File: src/rtl/core/dhht_pkg.sv
// Shared types and constants for the dual heater hysteresis thermostat.
// Holds field widths, reset values, register indexes and stream field positions.
// No dependencies.
package dhht_pkg;

    localparam int SAMPLE_W = 10;
    localparam int TEMP_W   = 9;
    localparam int LEVEL_W  = 8;
    localparam int CFG_W    = 9;
    localparam int CFG_IDX_W = 3;
    localparam int S_TDATA_W = 16;
    localparam int M_TDATA_W = 40;

    // Register indexes of the configuration port.
    typedef enum logic [CFG_IDX_W-1:0] {
        REG_HEAT_ONE_ON_BELOW  = 3'd0,
        REG_HEAT_ONE_OFF_ABOVE = 3'd1,
        REG_HEAT_TWO_ON_BELOW  = 3'd2,
        REG_HEAT_TWO_OFF_ABOVE = 3'd3,
        REG_LIQUID_MINIMUM     = 3'd4
    } cfg_reg_t;

    // Scan order of the converter channels.
    typedef enum logic [1:0] {
        CH_LEVEL_ONE = 2'd0,
        CH_LEVEL_TWO = 2'd1,
        CH_TEMP_ONE  = 2'd2,
        CH_TEMP_TWO  = 2'd3
    } chan_t;

    localparam logic [TEMP_W-1:0]  HEAT_ONE_ON_RST  = 9'd46;
    localparam logic [TEMP_W-1:0]  HEAT_ONE_OFF_RST = 9'd48;
    localparam logic [TEMP_W-1:0]  HEAT_TWO_ON_RST  = 9'd20;
    localparam logic [TEMP_W-1:0]  HEAT_TWO_OFF_RST = 9'd24;
    localparam logic [LEVEL_W-1:0] LIQUID_MIN_RST   = 8'd70;
    localparam logic [LEVEL_W-1:0] LEVEL_RST        = 8'd255;

    // sample*45/100 equals sample*9/20. Division by 20 is done as a multiply
    // by ceil(2^16/20) = 3277 and a 16-bit shift, exact for sample*9 < 2^14.
    localparam int PROD_W = 25;
    localparam int SCALE_SHIFT = 16;
    localparam logic [PROD_W-1:0] TEMP_SCALE_MUL = 25'd29493;
    localparam logic [TEMP_W-1:0] TEMP_OFFSET    = 9'd44;
    localparam logic [TEMP_W-1:0] TEMP_MAX       = 9'd416;

    // Result item field positions in m_axis_tdata.
    localparam int H_ONE_POS = 0;
    localparam int H_TWO_POS = 1;
    localparam int CH_LSB    = 2;
    localparam int T_ONE_LSB = 4;
    localparam int T_TWO_LSB = 13;
    localparam int L_ONE_LSB = 22;
    localparam int L_TWO_LSB = 30;

endpackage

File: src/rtl/core/dual_heater_hysteresis_thermostat.sv
// An accepted sample goes through the input register, then the result register.
// Throughput: one sample per cycle while results are taken; the channel state is
// updated in the single compute stage between the input and result registers.
// Reset: asynchronous, active low; scan starts at level one, levels read 255,
// temperatures 0, both heaters off, thresholds at their default values.
// Depends on dhht_pkg.
module dual_heater_hysteresis_thermostat
    import dhht_pkg::*;
(
    input  logic                 clk,
    input  logic                 rst_n,
    input  logic                 cfg_wr_en,
    input  logic [CFG_IDX_W-1:0] cfg_index,
    input  logic [CFG_W-1:0]     cfg_data,
    input  logic                 s_axis_tvalid,
    output logic                 s_axis_tready,
    // [9:0] sample, [15:10] zero
    input  logic [S_TDATA_W-1:0] s_axis_tdata,
    output logic                 m_axis_tvalid,
    input  logic                 m_axis_tready,
    // [0] heater_one_on, [1] heater_two_on, [3:2] next_channel,
    // [12:4] temperature_one, [21:13] temperature_two,
    // [29:22] level_one, [37:30] level_two, [39:38] zero
    output logic [M_TDATA_W-1:0] m_axis_tdata
);

    logic [TEMP_W-1:0]  heat_one_on_reg, heat_one_off_reg;
    logic [TEMP_W-1:0]  heat_two_on_reg, heat_two_off_reg;
    logic [LEVEL_W-1:0] liquid_min_reg;

    chan_t              scan_channel_reg, scan_channel_next;
    logic [LEVEL_W-1:0] level_one_reg, level_one_next;
    logic [LEVEL_W-1:0] level_two_reg, level_two_next;
    logic [TEMP_W-1:0]  temp_one_reg, temp_one_next;
    logic [TEMP_W-1:0]  temp_two_reg, temp_two_next;
    logic               heater_one_reg, heater_one_next;
    logic               heater_two_reg, heater_two_next;

    logic                in_valid_reg;
    logic [SAMPLE_W-1:0] in_sample_reg;
    logic                out_valid_reg;
    logic [M_TDATA_W-1:0] out_data_reg;

    logic                advance;
    logic                step;
    logic [PROD_W-1:0]   scale_prod;
    logic [TEMP_W-1:0]   scaled;
    logic [TEMP_W-1:0]   converted;
    logic [TEMP_W-1:0]   old_temp;
    logic [TEMP_W+1:0]   filt_sum;
    logic [TEMP_W-1:0]   new_temp;

    function automatic logic hysteresis(
        input logic               cur,
        input logic [TEMP_W-1:0]  temp,
        input logic [TEMP_W-1:0]  on_below,
        input logic [TEMP_W-1:0]  off_above,
        input logic [LEVEL_W-1:0] level,
        input logic [LEVEL_W-1:0] level_min
    );
        logic res;
        res = cur;
        // The off conditions come last so that they win over switching on.
        if (temp < on_below)
            res = 1'b1;
        if (temp > off_above)
            res = 1'b0;
        if (level < level_min)
            res = 1'b0;
        return res;
    endfunction

    assign advance       = !out_valid_reg || m_axis_tready;
    assign step          = in_valid_reg && advance;
    assign s_axis_tready = !in_valid_reg || advance;
    assign m_axis_tvalid = out_valid_reg;
    assign m_axis_tdata  = out_data_reg;

    always_comb
    begin
        scale_prod = PROD_W'(in_sample_reg) * TEMP_SCALE_MUL;
        scaled     = scale_prod[SCALE_SHIFT +: TEMP_W];
        converted  = (scaled > TEMP_OFFSET) ? (scaled - TEMP_OFFSET) : '0;
        old_temp   = (scan_channel_reg == CH_TEMP_ONE) ? temp_one_reg : temp_two_reg;
        filt_sum   = {1'b0, old_temp, 1'b0} + {2'b00, old_temp} + {2'b00, converted};
        // A zero stored value means nothing measured yet, so no filtering.
        new_temp   = (old_temp == '0) ? converted : filt_sum[TEMP_W+1:2];
    end

    always_comb
    begin
        level_one_next    = level_one_reg;
        level_two_next    = level_two_reg;
        temp_one_next     = temp_one_reg;
        temp_two_next     = temp_two_reg;
        scan_channel_next = chan_t'(scan_channel_reg + 2'd1);
        unique case (scan_channel_reg)
            CH_LEVEL_ONE: level_one_next = in_sample_reg[SAMPLE_W-1:2];
            CH_LEVEL_TWO: level_two_next = in_sample_reg[SAMPLE_W-1:2];
            CH_TEMP_ONE:  temp_one_next  = new_temp;
            CH_TEMP_TWO:  temp_two_next  = new_temp;
        endcase
        heater_one_next = hysteresis(heater_one_reg, temp_one_next, heat_one_on_reg,
                                     heat_one_off_reg, level_one_next, liquid_min_reg);
        heater_two_next = hysteresis(heater_two_reg, temp_two_next, heat_two_on_reg,
                                     heat_two_off_reg, level_two_next, liquid_min_reg);
    end

    always_ff @(posedge clk or negedge rst_n)
    begin
        if (!rst_n)
        begin
            heat_one_on_reg  <= HEAT_ONE_ON_RST;
            heat_one_off_reg <= HEAT_ONE_OFF_RST;
            heat_two_on_reg  <= HEAT_TWO_ON_RST;
            heat_two_off_reg <= HEAT_TWO_OFF_RST;
            liquid_min_reg   <= LIQUID_MIN_RST;
        end
        else if (cfg_wr_en)
        begin
            case (cfg_index)
                REG_HEAT_ONE_ON_BELOW:  heat_one_on_reg  <= cfg_data;
                REG_HEAT_ONE_OFF_ABOVE: heat_one_off_reg <= cfg_data;
                REG_HEAT_TWO_ON_BELOW:  heat_two_on_reg  <= cfg_data;
                REG_HEAT_TWO_OFF_ABOVE: heat_two_off_reg <= cfg_data;
                REG_LIQUID_MINIMUM:     liquid_min_reg   <= cfg_data[LEVEL_W-1:0];
                default:                ;
            endcase
        end
    end

    always_ff @(posedge clk or negedge rst_n)
    begin
        if (!rst_n)
        begin
            in_valid_reg     <= 1'b0;
            out_valid_reg    <= 1'b0;
            scan_channel_reg <= CH_LEVEL_ONE;
            level_one_reg    <= LEVEL_RST;
            level_two_reg    <= LEVEL_RST;
            temp_one_reg     <= '0;
            temp_two_reg     <= '0;
            heater_one_reg   <= 1'b0;
            heater_two_reg   <= 1'b0;
        end
        else
        begin
            if (s_axis_tready)
                in_valid_reg <= s_axis_tvalid;
            if (advance)
                out_valid_reg <= in_valid_reg;
            if (step)
            begin
                scan_channel_reg <= scan_channel_next;
                level_one_reg    <= level_one_next;
                level_two_reg    <= level_two_next;
                temp_one_reg     <= temp_one_next;
                temp_two_reg     <= temp_two_next;
                heater_one_reg   <= heater_one_next;
                heater_two_reg   <= heater_two_next;
            end
        end
    end

    always_ff @(posedge clk)
    begin
        if (s_axis_tready && s_axis_tvalid)
            in_sample_reg <= s_axis_tdata[SAMPLE_W-1:0];
        if (step)
            out_data_reg <= {2'b00, level_two_next, level_one_next, temp_two_next,
                             temp_one_next, scan_channel_next, heater_two_next,
                             heater_one_next};
    end

endmodule

File: config.mk
export PLATFORM = sky130hd
export DESIGN_NAME = dual_heater_hysteresis_thermostat
export DESIGN_NICKNAME = d
export VERILOG_FILES = /design/src/rtl/core/dhht_pkg.sv /design/src/rtl/core/dual_heater_hysteresis_thermostat.sv
export SDC_FILE = /design/constraint.sdc
export NUM_CORES = 1
export LEC_CHECK = 0
export BUFFER_PORTS_ARGS = -buffer_cell sky130_fd_sc_hd__buf_2
export CAP_MARGIN = 20
export CORE_MARGIN = 2
export CORE_UTILIZATION = 30
export CTS_CLUSTER_SIZE = 16
export DETAILED_ROUTE_END_ITERATION = 16
export PLACE_DENSITY = 0.49
export SLEW_MARGIN = 20
export SYNTH_ARGS = -nofsm -noshare
export SYNTH_HDL_FRONTEND = slang
export SYNTH_SLANG_ARGS = --single-unit
File: constraint.sdc
create_clock -name clk -period 14.6 [get_ports clk]
set_input_delay 1.46 -clock clk [delete_from_list [all_inputs] [get_ports clk]]
set_output_delay 1.46 -clock clk [all_outputs]
set_load 0.1 [all_outputs]
Word level (Yosys, flattened, before mapping)
Cells that the tools add are included.

Bits of input ports: 33. Register bits after elaboration: 132. Logic and storage cells: 62.

Magnitude comparators: 7. $add $sub $neg: 4. Muxes and demuxes: 13. Reductions and logical operators: 14. Eq/ne operators: 7. $mul: 1.

Operators with widths (number): 9-bit two-way mux (5); 10-bit by 15-bit multiplier with 25-bit output, second input constant (1); 9-bit > comparator (2); 9-bit less-than comparator (2); 8-bit less-than comparator (2); 8-bit two-way mux (2); 10-bit by 9-bit adder with 11-bit output (1); 11-bit by 9-bit adder with 11-bit output (1); 2-bit AND reduction (5); 9-bit by 6-bit > comparator with 1-bit output, second input constant (1); 9-bit logical NOT (1); 9-bit by 6-bit subtractor with 9-bit output, second input constant (1); 3-bit by 2-bit equality test with 1-bit output, second input constant (2); 1-bit two-way mux (6); 2-bit equality test, second input constant (2); 3-bit by 1-bit equality test with 1-bit output, second input constant (1); 3-bit equality test, second input constant (1); 3-bit logical NOT (1); 2-bit by 1-bit adder with 2-bit output, second input constant (1); 2-bit by 1-bit equality test with 1-bit output, second input constant (1); 1-bit logical AND (2); 1-bit logical NOT (2); 2-bit logical NOT (1); 1-bit logical OR (2).

Depth between registers and ports, before layout
Gate-level depths: netlist of the first run.

Word-level depth: 10. Gate-level depth with buffers: 40. Depth with buffers taken out: 40.

Least setup slack after synthesis of the first run
Ideal clock, no wire load.

Path kind: reg2reg. Start point: register in_sample_reg[8]. End point: register heater_two_reg. Data required time: 14.480 ns. Library setup time: 0.120 ns. Data arrival time: 9.109 ns. Stages on the path, launching flop included: 40. Path slack: 5.371 ns. Cells stage by stage: edfxtp_1 > inv_1 > ha_1 > fa_1 > fa_1 > inv_1 > fa_1 > inv_1 > fa_1 > inv_1 > ha_1 > nand2_1 > nor4_1 > o21a_1 > a211oi_2 > xnor2_1 > ha_1 > nor4b_2 > (+4 left out) > and3_1 > fa_1 > a21o_1 > a21oi_1 > o21bai_1 > a21oi_1 > o21bai_1 > a21oi_1 > xor2_1 > o32a_4 > a21oi_2 > ha_1 > nand2_1 > nor3_1 > or2_2 > o221a_2 > mux2_2 > and3_1.

Cells in the longest elaborated chain, start to end: 10.

Ends and longest elaborated chain: start: declaration (RTL line dual_heater_hysteresis_thermostat.sv:40) `logic [SAMPLE_W-1:0] in_sample_reg;`; start signal: assignment (RTL line dual_heater_hysteresis_thermostat.sv:168) `in_sample_reg <= s_axis_tdata[SAMPLE_W-1:0];`; 10-bit by 15-bit multiplier with 25-bit output (*) (RTL line dual_heater_hysteresis_thermostat.sv:81) `scale_prod = PROD_W'(in_sample_reg) * TEMP_SCALE_MUL;`; 9-bit by 6-bit subtractor with 9-bit output or 9-bit by 6-bit > comparator with 1-bit output (tied branches) (RTL line dual_heater_hysteresis_thermostat.sv:83) `converted = (scaled > TEMP_OFFSET) ? (scaled - TEMP_OFFSET) : '0;`; 9-bit two-way mux (*) (RTL line dual_heater_hysteresis_thermostat.sv:83); 11-bit by 9-bit adder with 11-bit output (RTL line dual_heater_hysteresis_thermostat.sv:85) `filt_sum = {1'b0, old_temp, 1'b0} + {2'b00, old_temp} + {2'b00, converted};`; 9-bit two-way mux (*) (RTL line dual_heater_hysteresis_thermostat.sv:87) `new_temp = (old_temp == '0) ? converted : filt_sum[TEMP_W+1:2];`; 9-bit two-way mux (*) (RTL line dual_heater_hysteresis_thermostat.sv:97) `unique case (scan_channel_reg)`; via temp_two_next[7] (RTL line dual_heater_hysteresis_thermostat.sv:35) `logic [TEMP_W-1:0] temp_two_reg, temp_two_next;`; 9-bit less-than comparator (RTL line dual_heater_hysteresis_thermostat.sv:64) `if (temp < on_below)`; 1-bit two-way mux (RTL line dual_heater_hysteresis_thermostat.sv:64); 1-bit two-way mux (*) (RTL line dual_heater_hysteresis_thermostat.sv:66) `if (temp > off_above)`; 1-bit two-way mux (*) (RTL line dual_heater_hysteresis_thermostat.sv:68) `if (level < level_min)`; end signal: assignment (RTL line dual_heater_hysteresis_thermostat.sv:160) `heater_two_reg <= heater_two_next;`; end: declaration (RTL line dual_heater_hysteresis_thermostat.sv:37) `logic heater_two_reg, heater_two_next;`.

Mark *: on every way through the listed nets, which the timed path passes. The rest lies on a longest branch. A chain may end at the register's enable or synchronous reset.

Final worst setup path of the first run
Ends and elaborated chain as after synthesis.

==> results.cfg, run 1 <==
[clocking]
ctsResizeCount = 0
clk_latency_ns = 0.42
cts_setup_buffers = 0
clockBufferDepth = 2
clkSlewWorstSetupHoldPaths_ns = 0.06
cts_made_buffers = 17
ctsHtreeMaxLevel = 4
tritoncts = done
cts_sinks = 132
cts_root_buf = clkbuf_16
ctsHoldBuffers = 0

[die]
die_w_um = 189
die_h_um = 189
row_count = 67
io_pins = 75
die_area_mm2 = 0.0356
initial_core_util_pct = 30.5
core-area_mm2 = 0.0335

[global_routing]
grt_max_degree = 49
grt_util_all_layers_pct = 14.1
grt_pass1_wl_um = 39500
grt_overflow = 0
antenna_found_initial = 0
grt_pass1_vias = 7378

[drt]
wl_um = 24200
avgRoutedWirePerCell_um = 15.9
vias = 7231
drc = 0
first_pass_iters = 5
drt-initial-drc-count = 434
routed_via_density = 4.75
ant_nets = 0

[sta]
setup_violations = 0
tns_ns = 0
fmax_mhz = 97.0
period_minus_slack_ns = 10.30
rsz0062_at_grt = no
drv_slew = 0
fin_skew_ns = 0.00648
tightest_slew_ns = 0.911
slew_headroom_pct = 39.0
finalCritPeriodShare_pct = 70.6
final_hold_viol_count = 0

[logic_synthesis]
synth-async-reset-ratio_pct = 63.6
synthDistinctLibCells = 70
synth.largest_area_cell = ha_1
syn_area_per_cell_um2 = 10.3
synth_cells = 990
ys_ff_latch = 132
ys.flop_type = dfrtp_1
yosysSeqAreaShare_pct = 35.0
synthesis.area_mm2 = 0.0102
synth.area.top_cells = ha_1 (17%), edfxtp_1 (14%), dfrtp_1 (13%)
synth_top_area_share_pct = 17.1
yosysWarnings = 0
synth_enable_flop_cells = 48

[setup_path]
critPathSlowestCell = edfxtp_1
crit_top_cell = fa_1
required_ns = 14.91
crit_fanout = 10
crit_arrival_ns = 10.62
slowest_delay_ns = 0.63
path_class = register to register
start_kind = register
critical_path.top_delay_family = adder cells
path_buf_inv = 5
end_kind = register

[placement]
dp_hpwl_um = 19100
port-buffer-count = 66
gp_congestion = 0.831

[final_layout]
diodes = 0
area_delta_synth_final_pct = 14.1
drive_gt1_share_pct = 19.2
largest_reg_flops = 38
nets = 1281

[outcome]
status = finished, final reports clean

[run]
cap_viol_max_count = 0

[worst_hold_path]
hp-class = register to register
## Yosys cell counts (7+ instances only)
cell,n
nor2_1,25
inv_1,139
nand3_1,13
o21ai_0,63
clkbuf_1,17
fa_1,48
dfrtp_1,55
dfstp_2,29
and3_1,8
o21a_1,15
nand2b_1,14
a21o_1,20
nand2_1,93
nor3_1,15
nor4_1,7
o211ai_1,9
nor2b_1,9
mux2i_1,16
edfxtp_1,48
nand4_1,8
mux2_2,48
ha_1,140
a21oi_1,37
xnor2_1,14
## cell usage in the layout (no fill, tap or decap), types with 4 or more instances in the layout
| cell | synthesis | layout |
|---|---|---|
| ha_1 | 140 | 140 |
| inv_1 | 139 | 139 |
| nand2_1 | 93 | 93 |
| buf_2 | 1 | 65 |
| o21ai_0 | 63 | 63 |
| dfrtp_1 | 55 | 55 |
| mux2_2 | 48 | 48 |
| fa_1 | 48 | 48 |
| edfxtp_1 | 48 | 48 |
| a21oi_1 | 37 | 37 |
| dfstp_2 | 29 | 29 |
| nor2_1 | 25 | 25 |
| a21o_1 | 20 | 20 |
| clkbuf_16 | 0 | 17 |
| mux2i_1 | 16 | 16 |
| nor3_1 | 15 | 15 |
| o21a_1 | 15 | 15 |
| nand2b_1 | 14 | 14 |
| xnor2_1 | 14 | 14 |
| nand3_1 | 13 | 13 |
| nor2b_1 | 9 | 9 |
| o211ai_1 | 9 | 9 |
| nand4_1 | 8 | 8 |
| and3_1 | 8 | 8 |
| nor4_1 | 7 | 7 |
| buf_4 | 2 | 7 |
| o21ai_1 | 6 | 6 |
| and2_1 | 6 | 6 |
| xor2_1 | 6 | 6 |
| a21oi_2 | 5 | 5 |
| o22ai_1 | 5 | 5 |
| clkinvlp_4 | 0 | 5 |
| a211oi_1 | 4 | 4 |
| or3_1 | 4 | 4 |
## through the flow
step	std cells	utilization [%]	area, um2	setup WS (ns)	hold slack [ns]
finish	1521	34.8	11700	4.30	0.484
global route	1521	34.8	11700	3.59	0.514
CTS	1521	34.8	11700	4.26	0.490
global placement	1489	33.1	11100	4.35	0.465
floorplan	991	-	10200	5.37	0.449
detailed placement	1489	33.1	11100	4.32	0.479
## cell type report
class                   count  area [um2]
flip-flops and latches    132        3580
fillers                  3456       21900
well taps                 448         561
inverters                 140         526
repair buffers             72         378
clock inverters            15         156
clock buffers              17         425
multi-input cells         697        6040
## kinds of logic (layout without fill, tap and decap cells)
group	after synthesis	in the layout	share of synthesized area, %
simple gates	221	221	10.6
compound gates	202	202	13.2
fa+ha+maj	188	188	26.5
buf+inv	162	244	6.03
flops	132	132	35.0
mux	64	64	6.85
xor+xnor	20	20	1.71
other cells	1	2	0.0367
## layer usage
layer  vias to the layer above  wire (um)  GRT usage (%)
li1                       3584          -              -
met1                      3500      12100           19.8
met2                       127      10900           22.4
met3                        20        866           2.48
met4                         0        297           3.43
met5                         -          0              0
## worst min-delay path, stage by stage, from the launching register on
cell and delay, ns:
dfstp_2 0.36, nand2_1 0.04, o21ai_0 0.07
## final timing paths
check | from | endpoint | slack (ns) | depth (start not counted)
max reg2reg | in_sample_reg[8] | heater_two_reg | 4.30 | 36
min | level_one_reg[0] | level_one_reg[0] | 0.48 | 2
max | in_sample_reg[8] | heater_two_reg | 4.30 | 36
min reg2reg | level_one_reg[0] | level_one_reg[0] | 0.48 | 2
min in group asynchronous | rst_n | temp_one_reg[8] | 0.99 | 1
max in group asynchronous | rst_n | temp_two_reg[5] | 12.55 | 2
Power of run 1 is not shown: default switching activity piles up to over one toggle a cycle in this logic, so the estimate is an artifact.
==> run 2: changes to the inputs <==
==> constraint.sdc (replaced) <==
create_clock -name clk -period 10.5 [get_ports clk]
set_input_delay 1.05 -clock clk [delete_from_list [all_inputs] [get_ports clk]]
set_output_delay 1.05 -clock clk [all_outputs]
set_load 0.1 [all_outputs]
==> run 2 against run 1 <==
Effect of this change: critical path depth up 2; critical endpoint unchanged; die area stayed put; final cell count rose by 1.6%.
==> results.cfg, run 2 (same netlist as run 1, synthesis figures left out) <==
[die]
core-area_mm2 = 0.0335
die_h_um = 189
die_area_mm2 = 0.0356
initial_core_util_pct = 30.5
die_w_um = 189
row_count = 67
io_pins = 75

[setup_path]
required_ns = 10.82
crit_arrival_ns = 10.19
rr_startpoint = in_sample_reg[4]
endpoint = heater_two_reg
cp.depth = 38
crit_fanout = 8
r2r_setup_slack_ns = 0.63
critical_path.top_delay_family = adder cells
critPathSlowestCell = fa_1
slowest_delay_ns = 0.56
start_kind = register
path_class = register to register
end_kind = register
path_buf_inv = 3
r2r-end = heater_two_reg
critPathLaunch = in_sample_reg[4]
reg2reg_depth = 38

[final_layout]
fin_area_mm2 = 0.0119
drive_gt1_share_pct = 20.9
area_delta_synth_final_pct = 16.0
nets = 1305
final_util_pct = 35.4
final_cell_count_no_fill = 1545
final_common_cell = ha_1
layout_common_cells = ha_1 (140), inv_1 (139), nand2_1 (93)
seq_area_mm2 = 0.00358
nFillCells = 3415
largest_reg_flops = 38
multiInputGateArea_mm2 = 0.00607
diodes = 0

[clocking]
cts_sinks = 132
clkSlewWorstSetupHoldPaths_ns = 0.06
ctsHoldBuffers = 0
tritoncts = done
ctsHtreeMaxLevel = 4
clk_latency_ns = 0.43
clockBufferDepth = 2
cts_root_buf = clkbuf_16
cts_made_buffers = 17

[worst_hold_path]
hp-class = register to register

[sta]
finalCritPeriodShare_pct = 94.0
fin_skew_ns = 0.00950
tightest_slew_ns = 0.991
slew_headroom_pct = 33.7
fmax_mhz = 101
layout_setup_ws_ns = 0.629
setup_violations = 0
period_minus_slack_ns = 9.87
final_hold_viol_count = 0
drv_slew = 0

[drt]
routed_via_density = 4.76
drc = 0
ant_nets = 0
wl_um = 24700
avgRoutedWirePerCell_um = 16.0
drt-initial-drc-count = 326
vias = 7357
first_pass_iters = 5

[placement]
dp_hpwl_um = 19400
dpl_cell_area_mm2 = 0.0112
port-buffer-count = 66
gp_congestion = 0.803
place_ws_ns = 0.322
dp.cells = 1500

[outcome]
status = finished, final reports clean

[global_routing]
grt_util_all_layers_pct = 14.4
grt_max_degree = 60
grt_pass1_wl_um = 40300
antenna_found_initial = 0
grt_overflow = 0
grt_pass1_vias = 7405

[run]
cap_viol_max_count = 0
[run 2: changes by cell type in the layout (fill, tap and decap cells not counted), moves of 2 or more]
cell,delta
buf_4,+24
clkbuf_1,+4
clkinvlp_4,-3
inv_6,-3
a21oi_1,-2
a21oi_2,+2
clkinv_4,-2
[run 2: worst register-to-register path, delay by kind of cell (launching register included)]
kind | cells | cell delay, ns
flip-flops | 1 | 0.45
AO/OA/AOI/OAI | 13 | 3.01
XOR/XNOR | 1 | 0.11
AND/OR/NAND/NOR | 9 | 1.47
adder cells (fa/ha/maj) | 10 | 3.81
buffers and inverters | 3 | 0.32
multiplexers | 2 | 0.59
[run 2: area by class of cell]
cell class | count | area share [%]
flip-flops and latches | 132 | 30.2
clock inverters | 11 | 1.14
multi-input cells | 697 | 51.1
clock buffers | 21 | 3.71
repair buffers | 96 | 4.70
inverters | 140 | 4.43
well taps | 448 | 4.72
[run 2: timing repair]
action                                  4_1_cts  5_1_grt
endpoints found under the setup margin        0        4
endpoints found under the hold margin         0        0
gates resized for setup                       0        5
setup buffers                                 0       13
[run 2: worst min path at each step]
stage | cells after the start | start | end | slack (ns)
after CTS | 2 | level_two_reg[0] | level_two_reg[0] | 0.48
final | 2 | level_two_reg[0] | level_two_reg[0] | 0.48
after global routing | 2 | level_two_reg[0] | level_two_reg[0] | 0.52
after detailed placement | 2 | temp_two_reg[1] | temp_two_reg[1] | 0.47
after floorplan | 2 | temp_two_reg[1] | temp_two_reg[1] | 0.45
after global placement | 2 | temp_two_reg[1] | temp_two_reg[1] | 0.47
[run 2: per-layer routing]
| metal | vias to the layer above | GRT usage, % | part of all wire, % |
|---|---|---|---|
| met5 | - | 0 | 0 |
| met4 | 0 | 3.25 | 1.1 |
| met3 | 22 | 2.42 | 2.9 |
| met2 | 106 | 23.3 | 46 |
| met1 | 3600 | 20.3 | 50 |
| li1 | 3629 | - | - |
[run 2: stage by stage]
step           setup TNS (ns)  hold WS [ns]
2_1_floorplan               0         0.449
3_3_place_gp                0         0.465
3_5_place_dp                0         0.474
4_1_cts                     0         0.485
5_1_grt               -0.0142         0.522
6_report                    0         0.479
Power of run 2 is left out for the same reason.
==> run 3: changes to the inputs <==
==> constraint.sdc (replaced) <==
create_clock -name clk -period 10.5 [get_ports clk]
set_input_delay 1.575 -clock clk [delete_from_list [all_inputs] [get_ports clk]]
set_output_delay 1.575 -clock clk [all_outputs]
set_load 0.1 [all_outputs]
==> run 3 against run 2 <==
Effect of this change: non-clock buffer count down 3; final area about the same; worst hold slack worse by 0.0028 ns; fmax down 0.17%; final cell count down 0.19%; core utilization about the same; count of clock-buffer cells in the layout down 1; die area unchanged; clock skew about the same; setup slack worse by 0.017 ns; routed wire length down 1.6%; sequential cell count unchanged; highest routed layer unchanged; critical path type unchanged.
==> results.cfg, run 3 (same netlist as run 1, synthesis figures left out) <==
[clocking]
cts_made_buffers = 17
clk_latency_ns = 0.43
clkSlewWorstSetupHoldPaths_ns = 0.06
cts_root_buf = clkbuf_16
tritoncts = done
clockBufferDepth = 2
ctsHtreeMaxLevel = 4
cts_sinks = 132

[final_layout]
fin_area_mm2 = 0.0119
nets = 1302
drive_gt1_share_pct = 20.7
layout_common_cells = ha_1 (140), inv_1 (139), nand2_1 (93)
final_common_cell = ha_1
final_util_pct = 35.4
largest_reg_flops = 38
area_delta_synth_final_pct = 16.0
nFillCells = 3433
diodes = 0

[run]
cap_viol_max_count = 0

[sta]
final_hold_viol_count = 0
fin_skew_ns = 0.00959
drv_slew = 0
slew_headroom_pct = 35.0
fmax_mhz = 101
rsz0062_at_grt = no
tns_ns = 0
period_minus_slack_ns = 9.89
finalCritPeriodShare_pct = 94.2
setup_violations = 0
layout_setup_ws_ns = 0.612
tightest_slew_ns = 0.970

[setup_path]
start_kind = register
reg2reg_depth = 39
r2r-end = heater_two_reg
r2r_setup_slack_ns = 0.61
crit_top_cell = ha_1
cp.depth = 39
crit_arrival_ns = 10.20
required_ns = 10.81
rr_startpoint = in_sample_reg[7]
critical_path.top_delay_family = adder cells
path_class = register to register
end_kind = register
crit_fanout = 8
slowest_delay_ns = 0.53
critPathSlowestCell = fa_1
path_buf_inv = 3

[worst_hold_path]
hp-start = level_one_reg[0]
hp-class = register to register
min_to = level_one_reg[0]
hold_depth = 2

[global_routing]
grt_max_degree = 51
grt_pass1_wl_um = 38900
grt_util_all_layers_pct = 14.0
grt_overflow = 0
grt_pass1_vias = 7122
antenna_found_initial = 0

[drt]
routed_via_density = 4.69
ant_nets = 0
drt-initial-drc-count = 302
drc = 0
vias = 7236
avgRoutedWirePerCell_um = 15.8
wl_um = 24300
first_pass_iters = 4

[die]
row_count = 67
io_pins = 75
die_w_um = 189
die_h_um = 189
die_area_mm2 = 0.0356
core-area_mm2 = 0.0335
initial_core_util_pct = 30.5

[placement]
gp_congestion = 0.818
place_ws_ns = 0.344
dp_hpwl_um = 19100
dpl_cell_area_mm2 = 0.0112
port-buffer-count = 66

[outcome]
status = finished, final reports clean
run 3: how the worst max path moves through the flow:
stage                          start        endpoint  slack, ns
finish              in_sample_reg[7]  heater_two_reg       0.61
CTS                 in_sample_reg[8]  heater_two_reg       0.30
floorplan           in_sample_reg[8]  heater_two_reg       1.27
global route        in_sample_reg[5]  heater_two_reg     0.0004
global placement    in_sample_reg[8]  heater_two_reg       0.43
detailed placement  in_sample_reg[8]  heater_two_reg       0.34
run 3: through the flow:
stage	hold slack (ns)	cells
after floorplan	0.449	991
after global placement	0.465	1500
after detailed placement	0.469	1500
after CTS	0.481	1532
after global routing	0.508	1542
final	0.476	1542
run 3: layout make-up:
cell class	count	area, um2	share of cell area [%]
inverters	140	526	4.43
clock inverters	12	164	1.38
well taps	448	561	4.72
clock buffers	20	437	3.68
flip-flops and latches	132	3580	30.2
multi-input cells	697	6070	51.1
repair buffers	93	536	4.51
run 3: metal layers:
| layer | share of wire [%] | GRT usage, % |
|---|---|---|
| met1 | 50 | 19.8 |
| met2 | 45 | 22.1 |
| met3 | 3.4 | 2.66 |
| met4 | 1.1 | 3.03 |
| met5 | 0 | 0 |
run 3: repair_timing:
item / in CTS / in global routing
setup endpoints to repair: 0 / 4
resized for setup: 0 / 4
hold buffers: 0 / 0
setup buffers: 0 / 9
run 3: worst register-to-register path: cells and delay by family (launching register included):
family	cells	cell delay (ns)
AOI/OAI and AO/OA	13	3.05
and+or+nand+nor	9	1.53
adders and majority gates	10	3.56
DFF	1	0.52
buffers and inverters	3	0.29
xor gates and xnor gates	2	0.28
muxes	2	0.56
Power of run 3 is left out for the same reason.
